`src/rtl/sfd_pkg.sv`:
```
`default_nettype none
package sfd_pkg;

  localparam logic [7:0] HEAD_FIRST     = 8'hA5;
  localparam logic [7:0] HEAD_SECOND    = 8'h5A;
  localparam int         FRAME_OVERHEAD = 4;
  localparam int         CAPTURE_DEPTH  = 10;
  localparam int         CAP_IDX_W      = 4;
  localparam int         TDATA_W        = 96;

  localparam logic [1:0] ST_GOOD = 2'd0;
  localparam logic [1:0] ST_SUM  = 2'd1;
  localparam logic [1:0] ST_HEAD = 2'd2;
  localparam logic [1:0] ST_LONG = 2'd3;

  typedef struct packed {
    logic [7:0]  status_low;
    logic [7:0]  status_high;
    logic [15:0] target_y;
    logic [15:0] target_x;
    logic [15:0] right_distance;
    logic [15:0] left_distance;
    logic [7:0]  payload_length;
    logic [1:0]  frame_status;
  } result_t;

endpackage
`default_nettype wire

```
`src/rtl/sfd_parser.sv`:
```
`default_nettype none
module sfd_parser #(
  parameter int MAX_FRAME_BYTES = 64
) (
  input  wire               clk,
  input  wire               rst,
  input  wire               en,
  input  wire  [7:0]        rx_byte,
  output logic              res_valid,
  output sfd_pkg::result_t  res
);

  localparam logic [2:0] PH_HUNT  = 3'd0;
  localparam logic [2:0] PH_HEAD2 = 3'd1;
  localparam logic [2:0] PH_LEN   = 3'd2;
  localparam logic [2:0] PH_DATA  = 3'd3;
  localparam logic [2:0] PH_CHECK = 3'd4;

  logic [2:0] phase, phase_next;
  logic [7:0] frame_length, frame_length_next;
  logic [7:0] bytes_seen, bytes_seen_next;
  logic [7:0] running_sum, running_sum_next;
  logic [7:0] captured [sfd_pkg::CAPTURE_DEPTH];
  logic       cap_clear;
  logic       cap_write;
  logic [7:0] seen_inc;
  logic       too_long;

  assign seen_inc = bytes_seen + 8'd1;
  assign too_long = ({2'b00, rx_byte} + 10'(sfd_pkg::FRAME_OVERHEAD)) > 10'(MAX_FRAME_BYTES);

  always_comb begin
    phase_next        = phase;
    frame_length_next = frame_length;
    bytes_seen_next   = bytes_seen;
    running_sum_next  = running_sum;
    cap_clear         = 1'b0;
    cap_write         = 1'b0;
    res_valid         = 1'b0;
    res               = '0;
    case (phase)
      PH_HEAD2: begin
        if (rx_byte == sfd_pkg::HEAD_SECOND) begin
          phase_next = PH_LEN;
        end else begin
          // a repeated first header byte keeps the hunt one step ahead
          phase_next       = (rx_byte == sfd_pkg::HEAD_FIRST) ? PH_HEAD2 : PH_HUNT;
          res_valid        = 1'b1;
          res.frame_status = sfd_pkg::ST_HEAD;
        end
      end
      PH_LEN: begin
        frame_length_next = rx_byte;
        bytes_seen_next   = '0;
        running_sum_next  = '0;
        cap_clear         = 1'b1;
        if (too_long) begin
          phase_next         = PH_HUNT;
          res_valid          = 1'b1;
          res.frame_status   = sfd_pkg::ST_LONG;
          res.payload_length = rx_byte;
        end else begin
          phase_next = (rx_byte == 8'd0) ? PH_CHECK : PH_DATA;
        end
      end
      PH_DATA: begin
        cap_write        = bytes_seen < 8'(sfd_pkg::CAPTURE_DEPTH);
        running_sum_next = running_sum + rx_byte;
        bytes_seen_next  = seen_inc;
        if (seen_inc >= frame_length) begin
          phase_next = PH_CHECK;
        end
      end
      PH_CHECK: begin
        phase_next         = PH_HUNT;
        res_valid          = 1'b1;
        res.payload_length = frame_length;
        if (rx_byte != running_sum) begin
          res.frame_status = sfd_pkg::ST_SUM;
        end else begin
          res.frame_status   = sfd_pkg::ST_GOOD;
          res.left_distance  = {captured[0], captured[1]};
          res.right_distance = {captured[2], captured[3]};
          res.target_x       = {captured[4], captured[5]};
          res.target_y       = {captured[6], captured[7]};
          res.status_high    = captured[8];
          res.status_low     = captured[9];
        end
      end
      default: begin
        phase_next = (rx_byte == sfd_pkg::HEAD_FIRST) ? PH_HEAD2 : PH_HUNT;
      end
    endcase
  end

  always_ff @(posedge clk) begin
    if (rst) begin
      phase        <= PH_HUNT;
      frame_length <= '0;
      bytes_seen   <= '0;
      running_sum  <= '0;
    end else if (en) begin
      phase        <= phase_next;
      frame_length <= frame_length_next;
      bytes_seen   <= bytes_seen_next;
      running_sum  <= running_sum_next;
    end
  end

  // payload bytes are cleared at every length byte, so no reset is needed
  always_ff @(posedge clk) begin
    if (en && cap_clear) begin
      for (int i = 0; i < sfd_pkg::CAPTURE_DEPTH; i++) begin
        captured[i] <= '0;
      end
    end else if (en && cap_write) begin
      captured[bytes_seen[sfd_pkg::CAP_IDX_W-1:0]] <= rx_byte;
    end
  end

  a_phase_legal: assert property (@(posedge clk) disable iff (rst)
    phase == PH_HUNT || phase == PH_HEAD2 || phase == PH_LEN ||
    phase == PH_DATA || phase == PH_CHECK)
    else $error("parse phase left the legal range");

  a_result_phase: assert property (@(posedge clk) disable iff (rst)
    res_valid |-> phase == PH_HEAD2 || phase == PH_LEN || phase == PH_CHECK)
    else $error("result raised outside a phase that can end a frame");

  a_error_clean: assert property (@(posedge clk) disable iff (rst)
    res_valid && res.frame_status != sfd_pkg::ST_GOOD |->
      res.left_distance == '0 && res.right_distance == '0 &&
      res.target_x == '0 && res.target_y == '0 &&
      res.status_high == '0 && res.status_low == '0)
    else $error("error result carries payload");

  a_len_restart: assert property (@(posedge clk) disable iff (rst)
    en && phase == PH_LEN |=> bytes_seen == '0 && running_sum == '0)
    else $error("length byte did not restart the count and sum");

  a_data_bound: assert property (@(posedge clk) disable iff (rst)
    phase == PH_DATA |-> bytes_seen < frame_length)
    else $error("payload count ran past the frame length");

endmodule
`default_nettype wire

```
`src/rtl/sfd_out_reg.sv`:
```
`default_nettype none
module sfd_out_reg (
  input  wire                              clk,
  input  wire                              rst,
  input  wire                              load,
  input  wire  sfd_pkg::result_t           res,
  input  wire                              ready,
  output logic                             valid,
  output logic [sfd_pkg::TDATA_W-1:0]      tdata
);

  localparam int PAD_W = sfd_pkg::TDATA_W - $bits(sfd_pkg::result_t);

  always_ff @(posedge clk) begin
    if (rst) begin
      valid <= 1'b0;
    end else if (load) begin
      valid <= 1'b1;
    end else if (ready) begin
      valid <= 1'b0;
    end
  end

  // struct is declared last field first, so frame_status lands in the low bits
  always_ff @(posedge clk) begin
    if (load) begin
      tdata <= {{PAD_W{1'b0}}, res};
    end
  end

endmodule
`default_nettype wire

```
`src/rtl/serial_frame_deframer_sum_check.sv`:
```
`default_nettype none
// Channel   Direction  Handshake          Payload
// s_        in         s_tvalid/s_tready  s_tdata[7:0]  rx_byte
// m_        out        m_tvalid/m_tready  m_tdata[95:0] status, length, distances, targets
//
// One byte is taken per cycle while s_tready is high. A byte is held in the input register
// until it is parsed; its result (if any) is then loaded into the output register, which
// raises m_tvalid. s_tready falls only while both the input and output
// registers are full and m_tready is low. Reset (rst, synchronous) returns the parser to
// hunting for the first header byte and empties both registers; no clearing pass.
module serial_frame_deframer_sum_check #(
  parameter int MAX_FRAME_BYTES = 64
) (
  input  wire                          clk,
  input  wire                          rst,
  input  wire                          s_tvalid,
  output logic                         s_tready,
  input  wire  [7:0]                   s_tdata,   // [7:0] rx_byte
  output logic                         m_tvalid,
  input  wire                          m_tready,
  // [1:0] frame_status, [9:2] payload_length, [25:10] left_distance,
  // [41:26] right_distance, [57:42] target_x, [73:58] target_y,
  // [81:74] status_high, [89:82] status_low, [95:90] zero
  output logic [sfd_pkg::TDATA_W-1:0]  m_tdata
);

  logic             in_valid;
  logic [7:0]       in_byte;
  logic             advance;
  logic             res_valid;
  sfd_pkg::result_t res;

  // parse only when the output slot is free or draining this cycle
  assign advance  = in_valid && (!m_tvalid || m_tready);
  assign s_tready = !in_valid || advance;

  always_ff @(posedge clk) begin
    if (rst) begin
      in_valid <= 1'b0;
    end else if (s_tvalid && s_tready) begin
      in_valid <= 1'b1;
    end else if (advance) begin
      in_valid <= 1'b0;
    end
  end

  always_ff @(posedge clk) begin
    if (s_tvalid && s_tready) begin
      in_byte <= s_tdata;
    end
  end

  sfd_parser #(
    .MAX_FRAME_BYTES (MAX_FRAME_BYTES)
  ) u_parser (
    .clk       (clk),
    .rst       (rst),
    .en        (advance),
    .rx_byte   (in_byte),
    .res_valid (res_valid),
    .res       (res)
  );

  sfd_out_reg u_out (
    .clk   (clk),
    .rst   (rst),
    .load  (advance && res_valid),
    .res   (res),
    .ready (m_tready),
    .valid (m_tvalid),
    .tdata (m_tdata)
  );

endmodule
`default_nettype wire
```
`config.mk`:
```
export PLATFORM = sky130hd
export DESIGN_NAME = serial_frame_deframer_sum_check
export DESIGN_NICKNAME = d
export VERILOG_FILES = /design/src/rtl/sfd_pkg.sv /design/src/rtl/sfd_parser.sv /design/src/rtl/sfd_out_reg.sv /design/src/rtl/serial_frame_deframer_sum_check.sv
export SDC_FILE = /design/constraint.sdc
export NUM_CORES = 1
export LEC_CHECK = 0
export BUFFER_PORTS_ARGS = -buffer_cell sky130_fd_sc_hd__buf_2
export CORE_MARGIN = 4
export CORE_UTILIZATION = 50
export DETAILED_ROUTE_END_ITERATION = 7
export PLACE_DENSITY = 0.79
export SLEW_MARGIN = 10
export SYNTH_ARGS = -nofsm -noshare
export SYNTH_HDL_FRONTEND = slang
export SYNTH_HIERARCHICAL = 1
export SYNTH_SLANG_ARGS = --single-unit
```
`constraint.sdc`:
```
create_clock -name clk -period 3.9 [get_ports clk]
set_input_delay 0.78 -clock clk [delete_from_list [all_inputs] [get_ports clk]]
set_output_delay 0.78 -clock clk [all_outputs]
set_load 0.01 [all_outputs]
```
==> summary.md, run 1 <==
| Metric | Value |
|---|---|
| Reg clk slew, reported paths | `0.06 ns` |
| First drt pass iteration count | `5` |
| Clk sinks | `207` |
| Endpoints failing setup | `0` |
| Gpl congestion | `0.814` |
| Max Cap Viol | `0` |
| Die height | `139 um` |
| Top_reg_cell synth | `edfxtp_1` |
| Vias/cell | `5.16` |
| Cell variety after synth | `61` |
| Vias in the first global route | `5163` |
| Cells after Synth | `657` |
| Clock skew | `0.00771 ns` |
| DIE WIDTH | `139 um` |
| Post-synth EDFFs | `178` |
| Synth Warn # | `6` |
| R2R Path Start | `in_byte[5]` |
| Die ar. | `0.0192 sq mm` |
| Static leakage | `3.70 nW` |
| Area of the multi-input gates | `0.00239 sq mm` |
| Count leader, synth | `edfxtp_1` |
| Synthesis-to-layout area growth | `16.5%` |
| Worst-path maximum fanout | `28` |
| DR DRC count | `0` |
| Initial Util | `51.2%` |
| Unrepaired setup endpoints after global routing | `no` |
| Final Hold Viols | `0` |
| Maximum clock frequency | `345 MHz` |
| CTS Root Cell | `clkbuf_16` |
| RR Endpoint | `u_out/tdata[36]` |
| IO Port Bufs | `103` |
| Layout Nets | `794` |
| Clk Latency, worst-skew pair | `0.50 ns` |
| Layout cells sized above 1 | `21.9%` |
| Element type at the critical path start | `register` |
| Global-route wire length before repair | `26600 um` |
| Fin crit share | `74.4%` |
| Fin crit period | `2.90 ns` |
| Async S/R FF share, synth | `0%` |
| Depth of the CTS H-tree | `1` |
| Fin. max-slew vios | `0` |
| Worst hold-check path type | `input port to register` |
| Detailed Place HPWL | `10800 um` |
| Post-cts resize count | `0` |
| Flops & latches, synth | `207` |
| Critical path class | `register to register` |
| Pre-CTS setup slack | `0.757 ns` |
| Setup repair bufs after CTS | `0` |
| Register Area | `0.00593 sq mm` |
| Pwr Density | `451 mW/mm^2` |
| Slew headroom | `48.6%` |
| Hold-fix buffers at CTS | `0` |
| CP Capture Type | `register` |
| Num rows | `47` |
| Remaining antenna violation count after routing | `0` |
| Final setup TNS | `0 ns` |
| Synth top cells by count | `178 x edfxtp_1, 91 x and2_1, 88 x nor2_1` |
| WP data required | `4.07 ns` |
| Post-synth top area share | `62.7%` |
| Vias | `5166` |
| CTS tree | `built` |
| Global Route Usage Sum | `16.9%` |
| Ports | `110` |
| Total Wirelength | `16400 um` |
| Reg2Reg Depth | `7` |
| Crit path arrival time | `3.07 ns` |
| Hold_sp | `s_tdata[5]` |
| CTS Buf Count | `22` |
| Status | `finished, final reports clean` |
| Avg Synthesized Cell Area | `13.0 sq um` |
| Area leader, netlist | `edfxtp_1` |
| Design Power | `0.00448 W` |
| Core Util, Final | `59.6%` |
| Total grt overflow | `0` |
| Register area share after synthesis | `69.5%` |
| Tightest Pin Transition | `0.771 ns` |
| Synth area leaders | `edfxtp_1 63%, dfxtp_1 6.8%, and2_1 6.7%, nor2_1 3.9%, nand2_1 2.4%` |
| Initial antenna violation count | `0` |
| Hold path endpoint | `in_byte[5]` |
| Clk buf depth | `3` |
| WL/cell | `16.4 um` |
| Pin count of the biggest net entering global routing | `81` |
| Fill count | `1295` |
| Hold Crit Depth | `1` |
| CORE AREA | `0.0166 sq mm` |
| Diode count | `0` |
| Setup slack, reg-to-reg | `1.0 ns` |
| 1st-iter DRT viols | `427` |
| VDD IR-drop max | `0.373 mV` |
| Post-Syn Area | `0.00852 sq mm` |
| Final setup margin | `0.999 ns` |
critical path, cell delays in order, from the launching register on:
cell      delay [ns]
edfxtp_1        0.63
nand4_1         0.14
o21ai_0         0.32
and2_1          0.33
nand2b_1        0.15
nand2b_1        0.11
and3_4          0.47
buf_4           0.40
layer usage:
metal  GRT usage [%]  share of wire (%)
met1            22.0                 42
met2            28.8                 50
met3            2.86                6.6
met4            6.29                2.2
met5               0                  0
cell families after synthesis:
family                   count (synthesis)  synth area share, %
AO/OA/AOI/OAI                           74                 5.67
XOR/XNOR                                12                 1.23
adder cells (fa/ha/maj)                 17                 2.58
buffers and inverters                   49                 2.80
flip-flops                             207                 69.5
other                                    1               0.0440
AND/OR/NAND/NOR                        297                 18.1
power breakdown:
group | total (W) | internal, W | switching, W | leakage, nW
clock | 0.00196 | 0.00117 | 0.000792 | 0.341
combinational | 0.0000801 | 0.0000280 | 0.0000521 | 1.51
sequential | 0.00244 | 0.00241 | 0.0000250 | 1.85
total | 0.00448 | 0.00361 | 0.000869 | 3.70
worst max path at each step:
stage | startpoint | endpoint | slack (ns) | cells after the start
final | in_byte[5] | u_out/tdata[36] | 1.0 | 7
after global routing | in_byte[5] | u_out/tdata[33] | 0.79 | 7
after CTS | in_byte[5] | u_out/tdata[40] | 1.01 | 7
after detailed placement | m_tready | u_parser/captured[3][3] | 0.76 | 8
after global placement | m_tready | u_parser/captured[3][2] | 0.84 | 8
after floorplan | in_byte[5] | u_out/tdata[0] | 0.93 | 7
layout make-up:
| class | count | area share [%] |
|---|---|---|
| Inverter | 20 | 0.756 |
| Clock buffer | 27 | 6.15 |
| Tap cell | 220 | 2.77 |
| Timing Repair Buffer | 108 | 5.70 |
| Sequential cell | 207 | 59.7 |
| Clock inverter | 13 | 0.845 |
| Multi-Input combinational cell | 406 | 24.1 |
metrics by stage:
stage / cell area, sq um / cells / hold slack [ns]
floorplan: 8540 / 662 / 0.433
global placement: 9230 / 961 / 0.444
detailed placement: 9230 / 961 / 0.454
CTS: 9930 / 1001 / 0.439
global route: 9930 / 1001 / 0.441
finish: 9930 / 1001 / 0.457
state kept, by name, summed over array words and instances, names as in the netlist:
name	cells
in_byte	8
u_parser/bytes_seen	8
u_out/valid	1
in_valid	1
u_parser/frame_length	8
u_parser/captured	80
u_out/tdata	90
u_parser/running_sum	8
u_parser/phase	3
placed cells by master, fill, tap and decap left out, drive strengths merged, types with 2 or more instances in the layout:
cell type	instances
nor2	88
nand2	67
inv	20
edfxtp	178
a21oi	29
nand3b	5
nand3	9
nor3	8
clkbuf	27
o21a	2
a22oi	4
or4	3
xor2	4
and2	94
clkinv	11
o211ai	2
conb	6
ha	16
nand4	4
nor3b	4
dfxtp	29
nor4	2
a211oi	4
xnor2	8
a21o	3
buf	108
a211o	2
o21ai	18
nor2b	2
nand2b	5
No activity file was read; power rests on OpenSTA's default activity.
==> run 2: changes to the inputs <==
Clock period 3.9 ns to 2.4 ns, I/O delays scaled along.
==> run 2 against run 1 <==
Against the previous run: clock power is 49% higher; fmax is 27% higher; routed wire length is 2.3% higher; critical path type unchanged; via count is 4.6% higher; combinational power is 110% higher; global-route usage is 0.13 points higher; largest cell class unchanged; worst hold slack worse by 0.30 ns; clock-buffer cell count is 4 higher; non-clock buffer count is 42 higher; first-iteration DRC count is 11% lower.
==> summary.md, run 2 (synthesis gave the netlist of run 1 again) <==
| Metric | Value |
|---|---|
| Ports | `110 (unchanged)` |
| Internal Power | `0.00563 W (+56%)` |
| Depth of the CTS H-tree | `1 (unchanged)` |
| IO Port Bufs | `103 (unchanged)` |
| Pin count of the biggest net entering global routing | `49 (-40%)` |
| Layout cells sized above 1 | `26.1% (+4.2 points)` |
| Fill count | `1255 (-3.1%)` |
| Crit path arrival time | `2.72 ns (-0.35 ns)` |
| Status | `finished, final reports clean` |
| Endpoints failing setup | `0 (unchanged)` |
| Remaining antenna violation count after routing | `0 (unchanged)` |
| Number of flip-flops in the largest register | `90 (unchanged)` |
| CTS tree | `built` |
| Detailed Place HPWL | `11600 um (+7.2%)` |
| Vias/cell | `5.19 (+0.57%)` |
| Slew headroom | `59.2% (+11 points)` |
| Element type at the critical path start | `register` |
| First drt pass iteration count | `5 (unchanged)` |
| CTS Buf Count | `21 (-4.5%)` |
| Clk Latency, worst-skew pair | `0.50 ns (about the same)` |
| Synthesis-to-layout area growth | `19.8%` |
| Switching power | `0.00139 W (+60%)` |
| Most frequent cells in the layout | `178 x edfxtp_1, 103 x buf_2, 91 x and2_1` |
| Placed Instance Area | `0.00957 sq mm (+3.7%)` |
| Biggest regs | `u_out/tdata: 90 flops, u_parser/captured: 80 flops` |
| Global-route wire length before repair | `26900 um (+1.0%)` |
| Die ar. | `0.0192 sq mm (unchanged)` |
| Vias in the first global route | `5268 (+2.0%)` |
| Die height | `139 um (unchanged)` |
| Total Wirelength | `16800 um (+2.3%)` |
| Vias | `5403 (+4.6%)` |
| Most flop-heavy register | `u_out/tdata` |
| Final Hold Viols | `0 (unchanged)` |
| Pre-CTS setup slack | `0.0739 ns (-0.683 ns)` |
| Worst hold-check path type | `input port to register` |
| Initial antenna violation count | `0 (unchanged)` |
| Critical path class | `register to register` |
| VDD IR-drop max | `0.561 mV (+51%)` |
| CORE AREA | `0.0166 sq mm (unchanged)` |
| Combinational share of power | `2.4% (+0.6 points)` |
| Total grt overflow | `0 (unchanged)` |
| Reg power frac | `56.0% (+1.6 points)` |
| Maximum clock frequency | `436 MHz (+27%)` |
| Fin crit period | `2.29 ns (-0.609 ns)` |
| Pwr Density | `688 mW/mm^2 (+53%)` |
| Fin. max-slew vios | `0 (unchanged)` |
| Clock power share | `41.6% (-2.2 points)` |
| Static leakage | `3.87 nW (+4.6%)` |
| Clk sinks | `207 (unchanged)` |
| Worst-path maximum fanout | `4 (-86%)` |
| Sw Ratio | `19.8% (+0.41 points)` |
| Reg clk slew, reported paths | `0.06 ns (about the same)` |
| Tightest Pin Transition | `0.612 ns (-0.159 ns)` |
| 1st-iter DRT viols | `379 (-11%)` |
| CP Capture Type | `register` |
| Clk buf depth | `3 (unchanged)` |
| Design area | `0.0102 sq mm (+2.8%)` |
| DR DRC count | `0 (unchanged)` |
| Num rows | `47 (unchanged)` |
| Fin crit share | `95.5% (+21 points)` |
| Hold-fix buffers at CTS | `0 (unchanged)` |
| CTS Root Cell | `clkbuf_16` |
| Clock skew | `0.00932 ns (+0.00161 ns)` |
| Initial Util | `51.2% (unchanged)` |
| Global Route Usage Sum | `17.1% (+0.13 points)` |
| Final setup margin | `0.108 ns (-0.891 ns)` |
| Layout Nets | `835 (+5.2%)` |
| WL/cell | `16.1 um (-1.6%)` |
| Most common cell after layout, fill and taps aside | `edfxtp_1` |
| Max Cap Viol | `0 (unchanged)` |
| Diode count | `0 (unchanged)` |
| DIE WIDTH | `139 um (unchanged)` |
| WP data required | `2.83 ns (-1.24 ns)` |
| Gpl congestion | `0.843 (+3.5%)` |
-- run 2: worst paths after layout --
| check | cells past startpoint | to | start | slack, ns |
|---|---|---|---|---|
| worst min register to register | 2 | u_parser/frame_length[1] | u_parser/frame_length[1] | 0.46 |
| worst max-delay path | 10 | u_parser/phase[2] | u_parser/bytes_seen[1] | 0.11 |
| worst max register to register | 10 | u_parser/phase[2] | u_parser/bytes_seen[1] | 0.11 |
| worst min-delay path | 1 | in_byte[0] | s_tdata[0] | 0.15 |
-- run 2: repair_timing --
action                                  CTS  global route
buffers inserted                          0             1
resized for setup                         0             8
endpoints found under the setup margin    0             4
-- run 2: worst max-delay path, cell delays in order (launching register included) --
cell      delay, ns
dfxtp_2        0.36
ha_1           0.19
nand3_1        0.12
buf_4          0.17
xnor2_1        0.17
ha_1           0.17
a21oi_1        0.07
o211ai_2       0.23
a211oi_2       0.09
or4_1          0.52
a21oi_1        0.13
-- run 2: metrics by stage --
step	total power, W	setup TNS [ns]	instances	hold slack, ns	util [%]
floorplan	0.00411	0	662	0.433	-
global placement	0.00417	0	1002	0.441	57.5
detailed placement	0.00418	0	1002	0.447	57.5
CTS	0.00710	0	1040	0.136	61.2
global route	0.00727	-0.00616	1041	0.138	61.3
finish	0.00703	0	1041	0.153	61.3
-- run 2: power groups by stage --
stage | logic (W) | registers, W | clock network (W)
final | 0.000166 | 0.00394 | 0.00292
after global routing | 0.000183 | 0.00394 | 0.00314
after CTS | 0.000165 | 0.00394 | 0.00300
after detailed placement | 0.000164 | 0.00401 | 0
after global placement | 0.000161 | 0.00401 | 0
after floorplan | 0.0000952 | 0.00402 | 0
-- run 2: routing by layer --
metal,wire length [um],global-route usage (%)
met1,6770,21.1
met2,8410,30.0
met3,1130,2.97
met4,467,6.50
met5,0,0
-- run 2: layout make-up --
type	count	area [sq um]	area share, %
sequential	207	5930	58.1
multi-input combinational	406	2410	23.6
timing repair buffer	150	906	8.87
clock buffer	31	573	5.61
tap	220	275	2.70
inverter	20	75.1	0.735
clock inverter	7	37.5	0.368
